**config.mk**
```make
export PLATFORM = sky130hd
export DESIGN_NAME = gol_bank
export DESIGN_NICKNAME = d
export VERILOG_FILES = /design/src/design/gol_pkg.sv /design/src/design/gol_bank.sv
export SDC_FILE = /design/constraint.sdc
export NUM_CORES = 2
export LEC_CHECK = 0
export BUFFER_PORTS_ARGS = -buffer_cell sky130_fd_sc_hd__buf_2
export CAP_MARGIN = 0
export CORE_ASPECT_RATIO = 1.2
export CORE_MARGIN = 2
export CORE_UTILIZATION = 35
export CTS_BUF_LIST = sky130_fd_sc_hd__clkbuf_16
export CTS_CLUSTER_SIZE = 28
export DETAILED_ROUTE_END_ITERATION = 12
export PLACE_DENSITY = 0.55
export SETUP_SLACK_MARGIN = 0.4
export SYNTH_ARGS = -nofsm -noshare
export SYNTH_HDL_FRONTEND = slang
export SYNTH_SLANG_ARGS = --single-unit
```
**constraint.sdc**
```tcl
create_clock -name clk -period 2.1 [get_ports clk]
set_input_delay 0.42 -clock clk [delete_from_list [all_inputs] [get_ports clk]]
set_output_delay 0.42 -clock clk [all_outputs]
set_load 0.01 [all_outputs]
```
**src/design/gol_pkg.sv**
```systemverilog
`timescale 1ns / 1ps

package gol_pkg;

	// Built grid size.
	localparam int GRID_W    = 64;
	localparam int GRID_H    = 64;
	localparam int COL_BITS  = 6;
	localparam int ROW_BITS  = 6;
	localparam int SIZE_BITS = 7;

	// Request modes.
	localparam logic [1:0] MODE_WRITE = 2'd0;
	localparam logic [1:0] MODE_READ  = 2'd1;
	localparam logic [1:0] MODE_ADV   = 2'd2;

	// Configuration register indexes.
	localparam logic [1:0] CFG_WIDTH  = 2'd0;
	localparam logic [1:0] CFG_HEIGHT = 2'd1;
	localparam logic [1:0] CFG_WRAP   = 2'd2;

	// Life rule.
	localparam logic [3:0] BIRTH_COUNT = 4'd3;
	localparam logic [3:0] SURVIVE_LOW = 4'd2;

	// Vertical window of one column: row above, the row being updated, row below.
	typedef struct packed {
		logic up;
		logic mid;
		logic dn;
	} gol_col_t;

	// One row-wide write into a bank.
	typedef struct packed {
		logic                en;
		logic [ROW_BITS-1:0] addr;
		logic [GRID_W-1:0]   data;
	} gol_wr_t;

	// A size of zero acts as one, a size above the built maximum acts as the maximum.
	function automatic logic [SIZE_BITS-1:0] clamp_size(input logic [SIZE_BITS-1:0] v,
		input logic [SIZE_BITS-1:0] maxv);
		logic [SIZE_BITS-1:0] r;
		if (v == '0) begin
			r = SIZE_BITS'(1);
		end else if (v > maxv) begin
			r = maxv;
		end else begin
			r = v;
		end
		return r;
	endfunction

endpackage

```
**src/design/gol_bank.sv**
```systemverilog
`timescale 1ns / 1ps

// One grid bank: one row per word, one write port, one registered read port.
// Per-row valid bits make an unwritten or cleared row read as all dead.
module gol_bank import gol_pkg::*; (
	input  logic                clk,
	input  logic                arst_n,
	input  logic                clr,
	input  gol_wr_t             wr,
	input  logic [ROW_BITS-1:0] raddr,
	output logic [GRID_W-1:0]   rdata
);

	logic [GRID_W-1:0] mem [GRID_H];
	logic [GRID_H-1:0] row_vld_q;
	logic [GRID_W-1:0] rdata_q;
	logic              rvld_q;

	always_ff @(posedge clk) begin
		if (wr.en) begin
			mem[wr.addr] <= wr.data;
		end
		rdata_q <= mem[raddr];
	end

	always_ff @(posedge clk or negedge arst_n) begin
		if (!arst_n) begin
			row_vld_q <= '0;
			rvld_q    <= 1'b0;
		end else begin
			if (clr) begin
				row_vld_q <= '0;
			end else if (wr.en) begin
				row_vld_q[wr.addr] <= 1'b1;
			end
			rvld_q <= row_vld_q[raddr];
		end
	end

	assign rdata = rvld_q ? rdata_q : '0;

endmodule

```
==> metrics <==
status=finished with violations; violations in the final reports=negative setup slack; final-report max-slew violation count=0; synthesized instance count=6817; capture instance of the worst register-to-register path=rdata_q[3]; startpoint of the worst setup timing path=rvld_q; routability cong.=between 0.8 and 0.9; layout overhead on the synthesized area=22.9%; total clock sinks=4225; detailed-router iteration count before antenna repair=5; die area=460000 um^2; hold violation count in the final report=0; nets=8263; cell taking the most area after synthesis=edfxtp_1; ANT nets after route=0; top-level port count=144; synth unique cells=39; worst hold path class=primary input to asynchronous set/reset pin; setup slack, reg-to-reg=0.38 ns; startpoint of the lowest-slack register-to-register path=mem[11][3]; routed length on met3=34300 um; summed negative setup slack over all endpoints=-29.61 ns; Crit path arrival time=2.22 ns; total routing resource utilization after global routing=0.217; routed length on met1=just over 200000 um; clock tree from TritonCTS=yes; Async S/R FF share, synth=0.0154; share of synthesized cell area in full adder, half adder and majority cells=0; data required time at the worst endpoint=1.68 ns; via count of the first global-routing pass=between 80k and 90k; mux share of post-synthesis cell area=0.153; final critical-path required period=2.64 ns; setup violators final=64; site row count=271; Cell Area, Synth=159000 um^2; dominant combinational cell family by area after synthesis=multiplexers; number of antenna violations at the first check in global routing=30; Inst Count DP=13.7k; synthesized flop and latch total=4225; Max H-tree Level=5; number of DRC markers after the initial detailed-route iteration=10.8k; DPL Wire Length=roughly 320000 um; GR Overflow Total=0; clock edge transition at the registers on the reported setup and hold paths=0.06 ns; worst hold-check slack=0.0442 ns; PortBufs=between 100 and 150; DR WL/cell=34.7 um; slew at the pin with the worst max-slew slack=0.814 ns; proportion of synthesized chip area in sequential cells=0.792; Synth area leaders=edfxtp_1 77%, mux4_2 15%, a22oi_1 1.2%, dfrtp_1 1.0%, dfxtp_1 0.81%; final standard cell count with taps included and fillers excluded=14.5k; power per cell area=906 nW/um^2; Fmax achieved=0.379 GHz; pin count of the biggest net entering global routing=65; nets in the synthesized netlist=6897; type of the worst setup path=register to primary output; share of post-route cells with drive strength above 1=0.364; count of unresolved DRC violations after routing=0; worst slack at placement=-0.625 ns; routed via count divided by cell count=5.63; Compound-Gate Fraction of Synth Area=0.0280; area of the core=approximately 450000 um^2; global-route wire length before repair=693000 um; Leak Pwr=63.1 nW; buffer levels on the longest clock path=4; xor and xnor fraction of the mapped netlist area=0; flip-flop cell with the highest count after synthesis=edfxtp_1; initial standard-cell utilization of the core=0.351; simple-gate area share of the yosys netlist=0.0140; Yosys warning count=0; Met2 Routed Length=251000 um; Worst setup SP type=register; Via Count=81.9k; top sig layer=met5; number of enable flip-flop cells after synthesis=4096; mean instance size in the synthesized netlist=23.3 um^2; detailed-route wire length=505000 um; clock latency of the later-clocked register in the worst-skew pair=0.98 ns; clock tree root buffer cell=clkbuf_16; share of the cycle needed by the critical path after routing=1.26; tightest slew margin relative to the limit=0.457; clock buffer count from CTS=408; largest clock skew in the final design=0.0666 ns; total of max-cap violations=0; worst IR drop on VDD=0.722 mV; area share of the largest cell type after synthesis=0.773; filler cell count=38.3k; number of cell instances on the worst register-to-register path=4; unrepaired setup endpoints after global routing=yes; maximum fanout count along the critical path=18; height of the die=between 700 and 800 um; minimum setup slack in the final design=-0.541 ns; Chip Width=619 um; category of the worst setup path capture point=primary output
repair_timing:
action / in CTS / in global routing
hold buffers: 33 / 0
setup buffers: 2 / 1
hold endpoints to repair: 918 / 0
resized for setup: 96 / 58
pin swaps: 5 / 10
gates cloned: 1 / 2
setup endpoints to repair: 75 / 93
worst max-delay path, stage by stage (launching register included):
cell and delay, ns:
dfrtp_4 0.50, buf_12 0.17, buf_16 0.17, and2_4 0.19, buf_2 0.14
routing by layer:
metal / track usage / up-vias
met5: 0 / -
met4: 0.0721 / 14
met3: 0.0296 / 770
met2: 0.364 / 3655
met1: 0.293 / 45400
li1: - / 32100
where the power goes:
part	switching, W	internal (W)
combinational	0.00577	0.00426
clock	0.0323	0.0411
sequential	0.000421	0.0932
total	0.0385	0.139
cells in the mapped netlist (all sizes together), types with 27 or more instances:
cell type     n
buf         255
a211oi       63
mux4       1040
o22ai       101
a21oi        27
mux2i        94
and2         67
a22oi       260
o221ai       65
nand3       131
nor2        226
dfrtp        65
edfxtp     4096
o211a        65
dfxtp        64
clkbuf      146
worst max-delay path by stage:
| stage | to | slack, ns | depth (start not counted) |
|---|---|---|---|
| 2_1_floorplan | mem[48][0] | -1.50 | 3 |
| 3_3_place_gp | rdata_q[14] | -0.61 | 8 |
| 3_5_place_dp | rdata_q[14] | -0.63 | 8 |
| 4_1_cts | rdata[44] | -0.58 | 4 |
| 5_1_grt | rdata[44] | -0.55 | 4 |
| 6_report | rdata[20] | -0.54 | 4 |
sequential cells by signal (all words and copies together) (netlist names):
name and cells:
mem 4096, rdata_q 64, row_vld_q 64, rvld_q 1
logic make-up after synthesis:
logic type             Yosys count
AND/OR/NAND/NOR                466
multiplexers                  1134
buffers and inverters          405
flip-flops                    4225
AO/OA/AOI/OAI                  587
metrics by stage:
step	utilization	instance area [um^2]	power (W)
after global placement	0.399	181000	0.105
after detailed placement	0.399	181000	0.105
final	0.431	195000	0.177
after global routing	0.431	195000	0.182
after floorplan	-	159000	0.0996
after CTS	0.430	195000	0.178
layout by cell type, fill, tap and decap left out, types with 60 or more instances in the layout:
cell type	netlist	final
buf_2	164	105
o22ai_1	101	92
mux2i_1	94	87
o211a_1	65	61
o221ai_1	65	60
a22oi_1	260	256
buf_4	37	658
edfxtp_1	4096	4096
inv_1	3	100
clkbuf_16	0	416
nor2_1	226	162
buf_12	0	517
nor2_4	0	63
nand3_1	131	128
mux4_2	1040	1040
clkinv_2	0	62
dfrtp_1	65	64
a211oi_1	63	60
clkinv_1	1	99
dfxtp_1	64	64
area by class of cell:
| cell class | instances | area (um^2) | share of cell area |
|---|---|---|---|
| flip-flops and latches | 4225 | 126000 | 0.644 |
| multi-input cells | 2187 | 32000 | 0.164 |
| repair buffers | 1357 | 16700 | 0.0856 |
| clock buffers | 414 | 10400 | 0.0530 |
| well taps | 6006 | 7510 | 0.0384 |
| clock inverters | 348 | 2910 | 0.0149 |
| diodes | 7 | 17.5 | 0.0000896 |
| inverters | 4 | 15.0 | 0.0000768 |
Note: power is estimated with default switching activity, not from simulation.
