**src/design/gol_pkg.sv**
```systemverilog
`timescale 1ns / 1ps

package gol_pkg;

	// Built grid size.
	localparam int GRID_W    = 64;
	localparam int GRID_H    = 64;
	localparam int COL_BITS  = 6;
	localparam int ROW_BITS  = 6;
	localparam int SIZE_BITS = 7;

	// Request modes.
	localparam logic [1:0] MODE_WRITE = 2'd0;
	localparam logic [1:0] MODE_READ  = 2'd1;
	localparam logic [1:0] MODE_ADV   = 2'd2;

	// Configuration register indexes.
	localparam logic [1:0] CFG_WIDTH  = 2'd0;
	localparam logic [1:0] CFG_HEIGHT = 2'd1;
	localparam logic [1:0] CFG_WRAP   = 2'd2;

	// Life rule.
	localparam logic [3:0] BIRTH_COUNT = 4'd3;
	localparam logic [3:0] SURVIVE_LOW = 4'd2;

	// Vertical window of one column: row above, the row being updated, row below.
	typedef struct packed {
		logic up;
		logic mid;
		logic dn;
	} gol_col_t;

	// One row-wide write into a bank.
	typedef struct packed {
		logic                en;
		logic [ROW_BITS-1:0] addr;
		logic [GRID_W-1:0]   data;
	} gol_wr_t;

	// A size of zero acts as one, a size above the built maximum acts as the maximum.
	function automatic logic [SIZE_BITS-1:0] clamp_size(input logic [SIZE_BITS-1:0] v,
		input logic [SIZE_BITS-1:0] maxv);
		logic [SIZE_BITS-1:0] r;
		if (v == '0) begin
			r = SIZE_BITS'(1);
		end else if (v > maxv) begin
			r = maxv;
		end else begin
			r = v;
		end
		return r;
	endfunction

endpackage

```
**src/design/gol_cell.sv**
```systemverilog
`timescale 1ns / 1ps

// One column of the automaton. It holds three vertically adjacent cells and
// shows them to both horizontal neighbors; each shift pulls a new row in below.
module gol_cell import gol_pkg::*; (
	input  logic     clk,
	input  logic     shift,
	input  logic     row_bit,
	input  gol_col_t left,
	input  gol_col_t right,
	input  logic     col_en,
	output gol_col_t col,
	output logic     next
);

	gol_col_t   win_q;
	logic [3:0] cnt;

	always_ff @(posedge clk) begin
		if (shift) begin
			win_q.up  <= win_q.mid;
			win_q.mid <= win_q.dn;
			win_q.dn  <= row_bit;
		end
	end

	assign col = win_q;

	always_comb begin
		cnt = 4'(left.up) + 4'(left.mid) + 4'(left.dn)
			+ 4'(right.up) + 4'(right.mid) + 4'(right.dn)
			+ 4'(win_q.up) + 4'(win_q.dn);
		next = col_en && ((cnt == BIRTH_COUNT) || (win_q.mid && (cnt == SURVIVE_LOW)));
	end

endmodule

```
**config.mk**
```make
export PLATFORM = sky130hd
export DESIGN_NAME = gol_cell
export DESIGN_NICKNAME = d
export VERILOG_FILES = /design/src/design/gol_pkg.sv /design/src/design/gol_cell.sv
export SDC_FILE = /design/constraint.sdc
export NUM_CORES = 1
export LEC_CHECK = 0
export ABC_AREA = 1
export BUFFER_PORTS_ARGS = -buffer_cell sky130_fd_sc_hd__buf_4
export CAP_MARGIN = 20
export CORE_AREA = 3 3 40 42
export CTS_BUF_LIST = sky130_fd_sc_hd__clkbuf_8
export DETAILED_ROUTE_END_ITERATION = 8
export DIE_AREA = 0 0 43 45
export GPL_ROUTABILITY_DRIVEN = 0
export GPL_TIMING_DRIVEN = 0
export HOLD_SLACK_MARGIN = 0.03
export SLEW_MARGIN = 30
export SYNTH_ARGS = -nofsm -noshare
export SYNTH_HDL_FRONTEND = slang
export SYNTH_SLANG_ARGS = --single-unit
```
**constraint.sdc**
```tcl
create_clock -name clk -period 4.74 [get_ports clk]
set_clock_uncertainty 0.05 [all_clocks]
set_input_delay 0.711 -clock clk [delete_from_list [all_inputs] [get_ports clk]]
set_output_delay 0.711 -clock clk [all_outputs]
set_load 0.02 [all_outputs]
```
==> results of run 1 <==
[layout make-up]
type                    count  area [µm²]  share of cell area [%]
repair buffers             13        97.6                    21.5
inverters                  13        48.8                    10.8
clock inverters             1        3.75                   0.829
well taps                  15        18.8                    4.14
multi-input cells          16         153                    33.7
clock buffers               3        41.3                    9.12
flip-flops and latches      3        90.1                    19.9
[power by group]
group	internal [mW]	switching (mW)
Combinational	0.0268	0.0297
Sequential	0.0317	0.00113
Clock	0.0550	0.0153
Total	0.113	0.0462
[cells by family (layout without fill, tap and decap cells)]
family	count (synthesis)	after routing	synth area share, %
flops	3	3	30.9
compound gates	1	1	1.72
fa+ha+maj	7	7	40.3
buf+inv	13	30	16.7
simple gates	8	8	10.3
[layout by cell type (no fill, tap or decap), drive strengths merged]
cell type and instances:
nand2 4, ha 3, edfxtp 3, nor2 4
clkbuf 3, buf 13, inv 14, a21oi 1
fa 4
[per-layer routing]
metal	track usage (%)	up-vias
li1	-	123
met2	9.28	8
met4	1.81	0
met5	0	-
met3	3.98	0
met1	7.65	107
[path summary, 6_finish.rpt]
kind | end | start | slack [ps]
max | next | left[0] | 450
min | col[1]$_DFFE_PP_ | col[0]$_DFFE_PP_ | 430
max reg2reg | col[1]$_DFFE_PP_ | col[0]$_DFFE_PP_ | 4020
min reg2reg | col[1]$_DFFE_PP_ | col[0]$_DFFE_PP_ | 430
[per-stage QoR]
stage	cell area, µm²	util (%)	total power, mW
floorplan	292	-	0.0721
global placement	408	31.7	0.0894
detailed placement	408	31.7	0.0911
CTS	453	35.2	0.163
global route	453	35.2	0.177
finish	453	35.2	0.160
==> impl_metrics.ini, run 1 <==
[global_routing]
grt_pass1_vias = 233
antenna_found_initial = 0
grt_usage_pct = 6.30
gr-total-overflow = 0
grt_first_pass_wirelength_um = 883
grt_max_degree = 4

[detailed_routing]
dr_wl_met3_um = 42
drc = 0
dr_total_vias = 238
wl_met1_um = 212
wl_um = 482
dr_wl_met2_um = 227
ant_nets = 0
top_layer = met3
detail_route.vias_per_cell = 3.72
wire_per_inst_um = 7.53
drtIter0Drc = 2
drt_first_pass_iters = 3

[worst_setup_path]
cpPeakStageDelay_ps = 560
cp-start-kind = input pin
crit_chain = buf_4 -> inv_1 -> fa_1 -> fa_1 -> fa_1 -> inv_1 -> ha_1 -> fa_1 -> nand2_1 -> nor2_1 -> nand2_1 -> nor2_1 -> buf_4
cp.required_ps = 3980
crit_cells = 13
crit_top_cell = fa_1
crit_path_max_fanout = 2
path_delay_family = adder cells
path_class = in2out
cpMaxStageDelayCell = fa_1
r2r_cells = 0
crit_path_end_kind = primary output
path_buf_inv = 4
worst_ep_arrival_time_ps = 3530

[logic_synthesis]
ys_seq_area_share_pct = 30.9
ys_warn_count = 0
netlist_top_cells_count = 13 x inv_1, 4 x fa_1, 4 x nand2_1, 4 x nor2_1
synth.distinct_cells = 7
synth_area_leaders = edfxtp_1 31%, fa_1 27%, inv_1 17%, ha_1 13%, nand2_1 5.2%
syn_avg_cell_area_um2 = 9.11
synth.top_cell.area_share_pct = 30.9
synth_nets = 49
synth-edff-count = 3
synthCells = 32
dominantRegCellSynth = edfxtp_1
ys_async_sr_fraction_pct = 0
yosysMostFrequentCell = inv_1
synth_area_um2 = 292
synth_seq_cells = 3
yosysTopAreaCell = edfxtp_1

[cells_and_area]
n_antenna_cell = 0
instances_no_fill = 64
drive_gt1_share_pct = 32.7
nNetsFinal = 67
syn2layout_area_growth_pct = 55.4
nFillCells = 144
largest_register_ffs = 3

[clocking]
cts_buffers = 3
cts_root_buf = clkbuf_8
htreeDepth = 1
post_cts_buffers = 0
cts.sinks = 3
ctsHoldBuffers = 0
clk_latency_ps = 210
clock_path_buffers = 2
cts_tree = done
clk_pin_slew_ps = 30
post_cts_resized = 0

[timing]
finalSetupViolations = 0
hold_viol = 0
rsz0062_at_grt = false
setup_tns_ps = 0
timing.hold.ws_ps = 433
fmax_ghz = 0.233
period_share_pct = 90.5
tightest_slew_ps = 131
slew_viol_final = 0
slew_headroom_pct = 91.3
period_minus_slack_ps = 4290
setup_ws_ps = 451

[hold_path]
hold_depth = 0
hold_class = reg2reg

[die]
die_area_um2 = 1940
die_y_um = 45
core-area_um2 = 1280
start_util_pct = 22.7
pin_count = 14
rows = 13
die_x_um = 43

[placement]
portBuffers = 13
pre_cts_slack_ps = 430
dp_cells = 60

[outcome]
status = complete, no violations

[power]
p_leak_nw = 0.255
p_per_area_nw_per_um2 = 352
ir_drop_mv = 0.160

[flow_run]
cap_violations = 0
Power figures use the tool's default switching activity.
==> run 2: changes to the inputs <==
==> constraint.sdc (replaced) <==
create_clock -name clk -period 3.55 [get_ports clk]
set_clock_uncertainty 0.05 [all_clocks]
set_input_delay 0.5325 -clock clk [delete_from_list [all_inputs] [get_ports clk]]
set_output_delay 0.5325 -clock clk [all_outputs]
set_load 0.02 [all_outputs]
==> impl_metrics.ini, run 2 (synthesized netlist as in run 1, its figures left out) <==
[outcome]
status = finished, violations left
violations = setup timing

[clocking]
htreeDepth = 1
cts.sinks = 3
cts_root_buf = clkbuf_8
clock_path_buffers = 2
cts_tree = done
clk_pin_slew_ps = 30
ctsHoldBuffers = 0
cts_buffers = 3
clk_latency_ps = 220
post_cts_buffers = 0

[cells_and_area]
finalInstanceArea_um2 = 488
drive_gt1_share_pct = 42.9
largest_register_ffs = 3
nNetsFinal = 67
nFillCells = 133
multi_input_area_um2 = 173
register_area_um2 = 90.1
utilization_pct = 38.0
final_cell_mix = 11 x inv_1, 11 x buf_4, 4 x nand2_1, 4 x fa_1
syn2layout_area_growth_pct = 67.4
n_antenna_cell = 0

[global_routing]
antenna_found_initial = 0
grt_pass1_vias = 266
gr-total-overflow = 0
grt_usage_pct = 7.30
grt_first_pass_wirelength_um = 931
grt_max_degree = 4

[timing]
period_minus_slack_ps = 3790
setup_ws_ps = -245
period_share_pct = 107
rsz0062_at_grt = true
finalSetupViolations = 1
fmax_ghz = 0.264
slew_viol_final = 0
slew_headroom_pct = 83.7
hold_viol = 0
tightest_slew_ps = 245

[power]
totalPowerFinal_mw = 0.233
p_per_area_nw_per_um2 = 477
sw_frac_of_total_pct = 31.5
p_leak_nw = 0.258
sequentialPowerShare_pct = 18.8
p_comb_share_pct = 38.9
switchingPower_mw = 0.0732
clkPwrFrac_pct = 42.3
ir_drop_mv = 0.190
p_int_mw = 0.160

[placement]
dp.final_hpwl_um = 444
portBuffers = 13
place_area_um2 = 425
pre_cts_slack_ps = -406

[worst_setup_path]
reg2reg_to = col[2]$_DFFE_PP_
cpPeakStageDelay_ps = 550
path_buf_inv = 4
r2r_cells = 0
crit_cells = 13
path_delay_family = adder cells
crit_chain = buf_6 -> inv_2 -> fa_1 -> fa_1 -> fa_1 -> inv_2 -> ha_4 -> fa_1 -> nand2_1 -> nor2_1 -> nand2_1 -> nor2_4 -> buf_6
crit_top_cell = fa_1
cp-start-kind = input pin
cpMaxStageDelayCell = fa_1
crit_path_end_kind = primary output
worst_ep_arrival_time_ps = 3210
r2r_slack_ps = 2830
r2r_start = col[1]$_DFFE_PP_
crit_path_max_fanout = 2
path_class = in2out
cp.required_ps = 2970

[detailed_routing]
wl_um = 525
dr_total_vias = 247
wire_per_inst_um = 8.20
drt_first_pass_iters = 2
drc = 0
ant_nets = 0
detail_route.vias_per_cell = 3.86
drtIter0Drc = 1

[die]
die_y_um = 45
start_util_pct = 22.7
rows = 13
die_x_um = 43
core-area_um2 = 1280
pin_count = 14
die_area_um2 = 1940

[hold_path]
hold_class = reg2reg
hold_depth = 0
min-delay-start = col[0]$_DFFE_PP_
holdPathEnd = col[1]$_DFFE_PP_

[flow_run]
cap_violations = 0
[run 2: cell type report]
type,instances,area share (%)
Clock buffer,3,8.46
Timing Repair Buffer,13,21.5
Multi-Input combinational cell,16,35.4
Sequential cell,3,18.5
Clock inverter,1,0.769
Tap cell,15,3.85
Inverter,13,11.5
[run 2: what timing repair did]
action,4_1_cts,5_1_grt
endpoints found under the setup margin,1,1
pin swaps,5,0
hold endpoints to repair,0,0
resized for setup,3,2
[run 2: worst max-delay path by stage]
stage / start / endpoint / slack (ps)
CTS: left[0] / next / -280
detailed placement: right[0] / next / -410
floorplan: right[0] / next / -100
global route: left[0] / next / -390
global placement: right[0] / next / -370
finish: left[0] / next / -240
[run 2: power groups by stage]
stage | Combinational [mW] | Sequential (mW) | Clock (mW)
final | 0.0906 | 0.0437 | 0.0984
after global routing | 0.106 | 0.0440 | 0.105
after CTS | 0.0872 | 0.0439 | 0.102
after detailed placement | 0.0850 | 0.0443 | 0
after global placement | 0.0815 | 0.0443 | 0
after floorplan | 0.0549 | 0.0471 | 0
[run 2: per-layer routing]
| layer | vias up | wire length, µm | global-route usage [%] | part of all wire (%) |
|---|---|---|---|---|
| li1 | 123 | - | - | - |
| met4 | 0 | 24 | 10.8 | 4.6 |
| met3 | 3 | 55 | 2.79 | 10 |
| met1 | 108 | 205 | 6.16 | 39 |
| met2 | 13 | 240 | 11.1 | 46 |
| met5 | - | 0 | 0 | 0 |
[run 2: per-stage QoR]
step	TNS (ps)	hold slack, ps	std cells
floorplan	-99.6	560	32
global placement	-374	418	60
detailed placement	-406	419	60
CTS	-282	433	64
global route	-386	438	64
finish	-245	427	64
